File: src/rtl/core/spp_pkg.sv
`default_nettype none

package spp_pkg;

	localparam int MAX_BINS   = 1024;
	localparam int HALF_BINS  = MAX_BINS / 2;
	localparam int MAX_PEAKS  = 16;

	localparam int MAG_W      = 16;
	localparam int BIN_W      = 9;
	localparam int NP_W       = 5;
	localparam int NP_RESET   = 4;
	localparam int OUT_DATA_W = 32;
	localparam int OUT_PAD_W  = OUT_DATA_W - MAG_W - BIN_W;

	localparam int CNT_W      = $clog2(MAX_BINS + 1);
	localparam int HALF_W     = $clog2(HALF_BINS + 1);
	localparam int ADDR_W     = $clog2(HALF_BINS);
	localparam int SLOT_W     = $clog2(MAX_PEAKS);
	localparam int FND_W      = $clog2(MAX_PEAKS + 1);
	localparam int PASS_W     = $clog2(2 * MAX_PEAKS + 1);

	typedef enum logic [3:0] {
		ST_LOAD,
		ST_START,
		ST_SCAN_INIT,
		ST_SCAN,
		ST_MARK,
		ST_MARK_WR,
		ST_UP_RD,
		ST_UP_CHK,
		ST_DN_RD,
		ST_DN_CHK,
		ST_NEXT,
		ST_OUT,
		ST_CLEAR
	} state_t;

	typedef struct packed {
		logic load_en;
		logic search_init;
		logic scan_init;
		logic scan_run;
		logic mark_rd;
		logic mark_wr;
		logic up_rd;
		logic up_step;
		logic dn_init;
		logic dn_rd;
		logic dn_step;
		logic next_pass;
		logic out_load;
		logic clear;
	} cmd_t;

	typedef struct packed {
		logic frame_closed;
		logic want_zero;
		logic scan_done;
		logic half_zero;
		logic up_ok;
		logic dn_ok;
		logic fall;
		logic more_pass;
		logic out_free;
		logic out_last;
	} stat_t;

endpackage

`default_nettype wire

File: src/rtl/core/spp_ctrl.sv
`default_nettype none

module spp_ctrl (
	input  wire logic           clk,
	input  wire logic           arst_n,
	input  wire spp_pkg::stat_t st,
	output spp_pkg::cmd_t       cmd
);

	spp_pkg::state_t state_q;
	spp_pkg::state_t state_nxt;

	always_ff @(posedge clk or negedge arst_n) begin
		if (!arst_n) begin
			state_q <= spp_pkg::ST_LOAD;
		end else begin
			state_q <= state_nxt;
		end
	end

	always_comb begin
		state_nxt = state_q;
		cmd       = '0;
		case (state_q)
			spp_pkg::ST_LOAD: begin
				cmd.load_en = 1'b1;
				if (st.frame_closed) state_nxt = spp_pkg::ST_START;
			end
			spp_pkg::ST_START: begin
				cmd.search_init = 1'b1;
				state_nxt = st.want_zero ? spp_pkg::ST_CLEAR : spp_pkg::ST_SCAN_INIT;
			end
			spp_pkg::ST_SCAN_INIT: begin
				cmd.scan_init = 1'b1;
				state_nxt = spp_pkg::ST_SCAN;
			end
			spp_pkg::ST_SCAN: begin
				cmd.scan_run = 1'b1;
				if (st.scan_done) state_nxt = spp_pkg::ST_MARK;
			end
			spp_pkg::ST_MARK: begin
				cmd.mark_rd = 1'b1;
				state_nxt = st.half_zero ? spp_pkg::ST_NEXT : spp_pkg::ST_MARK_WR;
			end
			spp_pkg::ST_MARK_WR: begin
				cmd.mark_wr = 1'b1;
				state_nxt = spp_pkg::ST_UP_RD;
			end
			spp_pkg::ST_UP_RD: begin
				if (st.up_ok) begin
					cmd.up_rd = 1'b1;
					state_nxt = spp_pkg::ST_UP_CHK;
				end else begin
					cmd.dn_init = 1'b1;
					state_nxt = spp_pkg::ST_DN_RD;
				end
			end
			spp_pkg::ST_UP_CHK: begin
				if (st.fall) begin
					cmd.up_step = 1'b1;
					state_nxt = spp_pkg::ST_UP_RD;
				end else begin
					cmd.dn_init = 1'b1;
					state_nxt = spp_pkg::ST_DN_RD;
				end
			end
			spp_pkg::ST_DN_RD: begin
				if (st.dn_ok) begin
					cmd.dn_rd = 1'b1;
					state_nxt = spp_pkg::ST_DN_CHK;
				end else begin
					state_nxt = spp_pkg::ST_NEXT;
				end
			end
			spp_pkg::ST_DN_CHK: begin
				if (st.fall) begin
					cmd.dn_step = 1'b1;
					state_nxt = spp_pkg::ST_DN_RD;
				end else begin
					state_nxt = spp_pkg::ST_NEXT;
				end
			end
			spp_pkg::ST_NEXT: begin
				cmd.next_pass = 1'b1;
				state_nxt = st.more_pass ? spp_pkg::ST_SCAN_INIT : spp_pkg::ST_OUT;
			end
			spp_pkg::ST_OUT: begin
				if (st.out_free) begin
					cmd.out_load = 1'b1;
					if (st.out_last) state_nxt = spp_pkg::ST_CLEAR;
				end
			end
			spp_pkg::ST_CLEAR: begin
				cmd.clear = 1'b1;
				state_nxt = spp_pkg::ST_LOAD;
			end
			default: begin
				state_nxt = spp_pkg::ST_LOAD;
			end
		endcase
	end

endmodule

`default_nettype wire

File: config.mk
export PLATFORM = sky130hd
export DESIGN_NAME = spp_ctrl
export DESIGN_NICKNAME = d
export VERILOG_FILES = /design/src/rtl/core/spp_pkg.sv /design/src/rtl/core/spp_ctrl.sv
export SDC_FILE = /design/constraint.sdc
export NUM_CORES = 1
export LEC_CHECK = 0
export BUFFER_PORTS_ARGS = -buffer_cell sky130_fd_sc_hd__buf_2
export CORE_MARGIN = 5
export CORE_UTILIZATION = 34
export DETAILED_ROUTE_END_ITERATION = 12
export PLACE_DENSITY = 0.67
export SYNTH_ARGS = -nofsm -noshare
export SYNTH_HDL_FRONTEND = slang
export SYNTH_SLANG_ARGS = --single-unit
File: constraint.sdc
create_clock -name clk -period 2.26 [get_ports clk]
set_clock_uncertainty 0.05 [all_clocks]
set_input_delay 0.226 -clock clk [delete_from_list [all_inputs] [get_ports clk]]
set_output_delay 0.226 -clock clk [all_outputs]
set_load 0.05 [all_outputs]
Word-level counts from Yosys, hierarchy flattened
Index checks and enable logic that the tools add are counted.
Widths: inputs -> output; s select.
Operators by class
  equality and inequality tests: 16
  muxes and demuxes: 32
  reductions and logical operators: 2
Operator list (number)
  $pmux 4 s12: 1
  $mux 4: 9
  $eq 4x4->1 const B: 5
  $mux 1: 19
  $eq 4x3->1 const B: 4
  $eq 4x2->1 const B: 2
  $ne 2x2->1 const B: 4
  $eq 4x1->1 const B: 1
  $logic_not 4->1: 1
  $mux 2: 2
  $reduce_and 4->1: 1
  $pmux 1 s2: 1
Word-level totals
  flip-flop bits (word level): 4
  output and inout port bits: 14

Logic depth before layout (Yosys ltp)
  word-level depth: 3
  mapped depth: 6

Least setup slack after synthesis
No wires, ideal clock.
  kind: register -> register
  from: register state_q[1]
  to: register state_q[2]
  library setup time: 0.120 ns
  data arrival time: 2.462 ns
  slack: -0.372 ns
  stages on the path, launching flop included: 5
  cells stage by stage: dfrtp_1 > buf_6 > nor4_1 > nand2b_1 > and4_1
Between the ends
  longest elaborated chain between the ends: 3
  elaborated cells between the ends (all ways): 18
RTL lines
  start: declaration: line spp_ctrl.sv:10  | spp_pkg::state_t state_q;
  start signal: assignment: line spp_ctrl.sv:15  | state_q <= spp_pkg::ST_LOAD;
  start signal: assignment: line spp_ctrl.sv:17  | state_q <= state_nxt;
  $eq 4x2->1 (tied with other cells): line spp_ctrl.sv:24  | case (state_q)
  $ne 2x2->1 (no source line)
  $reduce_and 4->1 (no source line)
Several ways; a longest one is shown, not always the timed one.
A chain may end at the register's enable or synchronous reset.

==> metrics.cfg <==
[run_status]
status = completed

[setup_path]
r2r_start = state_q[2]$_DFFE_PN0P_
arrival_ns = 1.75
setup.worst_path.end = cmd[5]
cp-end-kind = output port
critical_path_class = reg -> out
worst_r2r_endpoint = state_q[2]$_DFFE_PN0P_
r2r_setup_slack_ns = 0.59
startpoint_type = register
cp_max_fo = 17
cp.required_ns = 1.98
critPathLaunch = state_q[2]$_DFFE_PN0P_
reg2reg_depth = 4

[drt]
drt-initial-drc-count = 12
routed_wirelength_um = 1438
viasPerCell = 5.787
wl_per_cell_um = 13.31
route.detailed.drc = 0
dr.pass1.iters = 4
ant_nets = 0
vias = 625

[min_path]
hold_class = in -> reg
min_from = st[7]

[synthesis]
synth_cells = 69
syn_area_um2 = 503.0
async_flop_share_pct = 100.0
ys_seq_elements = 4
syn_nets = 81
avgSynthCellArea_um2 = 7.290
yosysUniqueCellTypes = 29
synth_edf_count = 0
ys.flop_type = dfrtp_1
synth_seq_area_share_pct = 19.90
ys_warn_count = 0

[floorplan]
dieArea_um2 = 2348
dieHeight_um = 48.46
initial_core_util_pct = 37.26
core-area_um2 = 1350
io_pins = 26
num_rows = 13
die_width_um = 48.46

[timing]
whs_ns = 0.2623
drv_slew = 0
setup_violations = 0
fin_ws_ns = 0.2366
period_minus_slack_ns = 2.023
hold_viol = 0
fin_tns_setup_ns = 0
max_slew_margin_pct = 65.14
rsz0062_at_grt = no
max_freq_ghz = 0.4942
tightestPinTransition_ns = 0.5229
finalCritPeriodShare_pct = 89.53

[place]
dpl.hpwl_um = 1136
portBuffers = 25
gp_congestion = 0.7860
dp_slack_ns = 0.4997

[cells_and_area]
top_register = state_q
top_regs = state_q: 4 flops
final_util_pct = 48.47
drive_gt1_share_pct = 37.63
finalNetCount = 107
multi_input_area_um2 = 355.3
nFillCells = 144
area_delta_synth_final_pct = 30.10
largest_reg_flops = 4
seq_area_um2 = 100.1
diodes = 0

[clocking]
insertion_delay_ns = 0.24
clkSinkCount = 4
root_buffer = clkbuf_4
ctsLongestPathBuffers = 2
cts_buffers = 3
cts_resized = 0
cts_tree = yes
ctsHoldBuffers = 1
postCtsSetupBuffers = 0
cts-htree-levels = 1
clkSlewWorstSetupHoldPaths_ns = 0.04

[global_routing]
grt_use_total_pct = 12.15
grt_remaining_overflow = 0
grt_first_pass_wirelength_um = 2394
grt_max_degree = 18
grt_pass1_vias = 556
antenna_found_initial = 0

[power_and_ir_drop]
p_per_area_nw_per_um2 = 1449
leakagePower_nw = 0.3491
irDropWorstVdd_mv = 0.5552

[job]
drv_cap = 0

## how the worst min path moves through the flow
stage                                  end  slack, ns  cells past startpoint
detailed placement  state_q[0]$_DFFE_PN0P_      -0.01                      1
global placement    state_q[0]$_DFFE_PN0P_      -0.02                      1
global route        state_q[3]$_DFFE_PN0P_       0.29                      2
CTS                 state_q[0]$_DFFE_PN0P_       0.26                      4
floorplan           state_q[0]$_DFFE_PN0P_      -0.12                      0
finish              state_q[0]$_DFFE_PN0P_       0.26                      4
## layer usage
layer / GRT usage, % / vias up / routed length, µm
met5: 0 / - / 0
met4: 5.381 / 0 / 24
met3: 3.670 / 6 / 128
met2: 18.26 / 34 / 647
met1: 15.78 / 282 / 638
li1: - / 303 / -
## kinds of logic after synthesis
family / count (synthesis) / share of synthesized area (%)
AND/OR/NAND/NOR: 37 / 44.03
buffers and inverters: 11 / 11.94
AO/OA/AOI/OAI: 17 / 24.13
flip-flops: 4 / 19.90
## cell usage in the layout, fill, tap and decap left out, types with 3 or more instances in the layout
cell and count:
clkbuf_4 3, nand2_1 6, nor2_1 4, nand2b_1 7
a21oi_1 4, dfrtp_1 4, and3_1 4, inv_1 4
nor3_1 3, buf_2 25, nor4_2 3
## per-stage QoR
step                cell area [µm²]  total power, mW  instances
CTS                           654.4           0.9518        108
global route                  654.4            1.026        108
detailed placement            621.8           0.8551        104
finish                        654.4           0.9481        108
floorplan                     515.5           0.7541         69
global placement              621.8           0.8548        104
## area by class of cell
| type | count | share of cell area, % |
|---|---|---|
| multi-input cells | 54 | 54.30 |
| flip-flops and latches | 4 | 15.30 |
| well taps | 15 | 2.868 |
| clock buffers | 3 | 3.442 |
| repair buffers | 26 | 20.65 |
| inverters | 6 | 3.442 |
## critical path: stages, from the launching register on
cell and delay [ns]:
dfrtp_1 0.66, nor2b_2 0.36, o2111a_1 0.23, buf_2 0.26
## synth_stat cells, drive strengths merged (2+ instances only)
cell type / n / area, µm²
nor2: 4 / 15.01
o221ai: 2 / 17.52
and4: 2 / 17.52
inv: 6 / 22.52
buf: 5 / 37.53
nand2: 6 / 22.52
nor3: 3 / 15.01
nor2b: 2 / 17.52
dfrtp: 4 / 100.1
and3: 4 / 25.02
nor4: 3 / 25.02
a22oi: 2 / 15.01
a31oi: 2 / 12.51
or3: 2 / 12.51
a21oi: 4 / 20.02
nand2b: 7 / 43.79
a32oi: 2 / 17.52
## report_power, final
part           switching (mW)  internal (mW)
clock                  0.0300         0.0594
combinational           0.402          0.214
sequential              0.138          0.106
(Power assumes the default switching activity.)
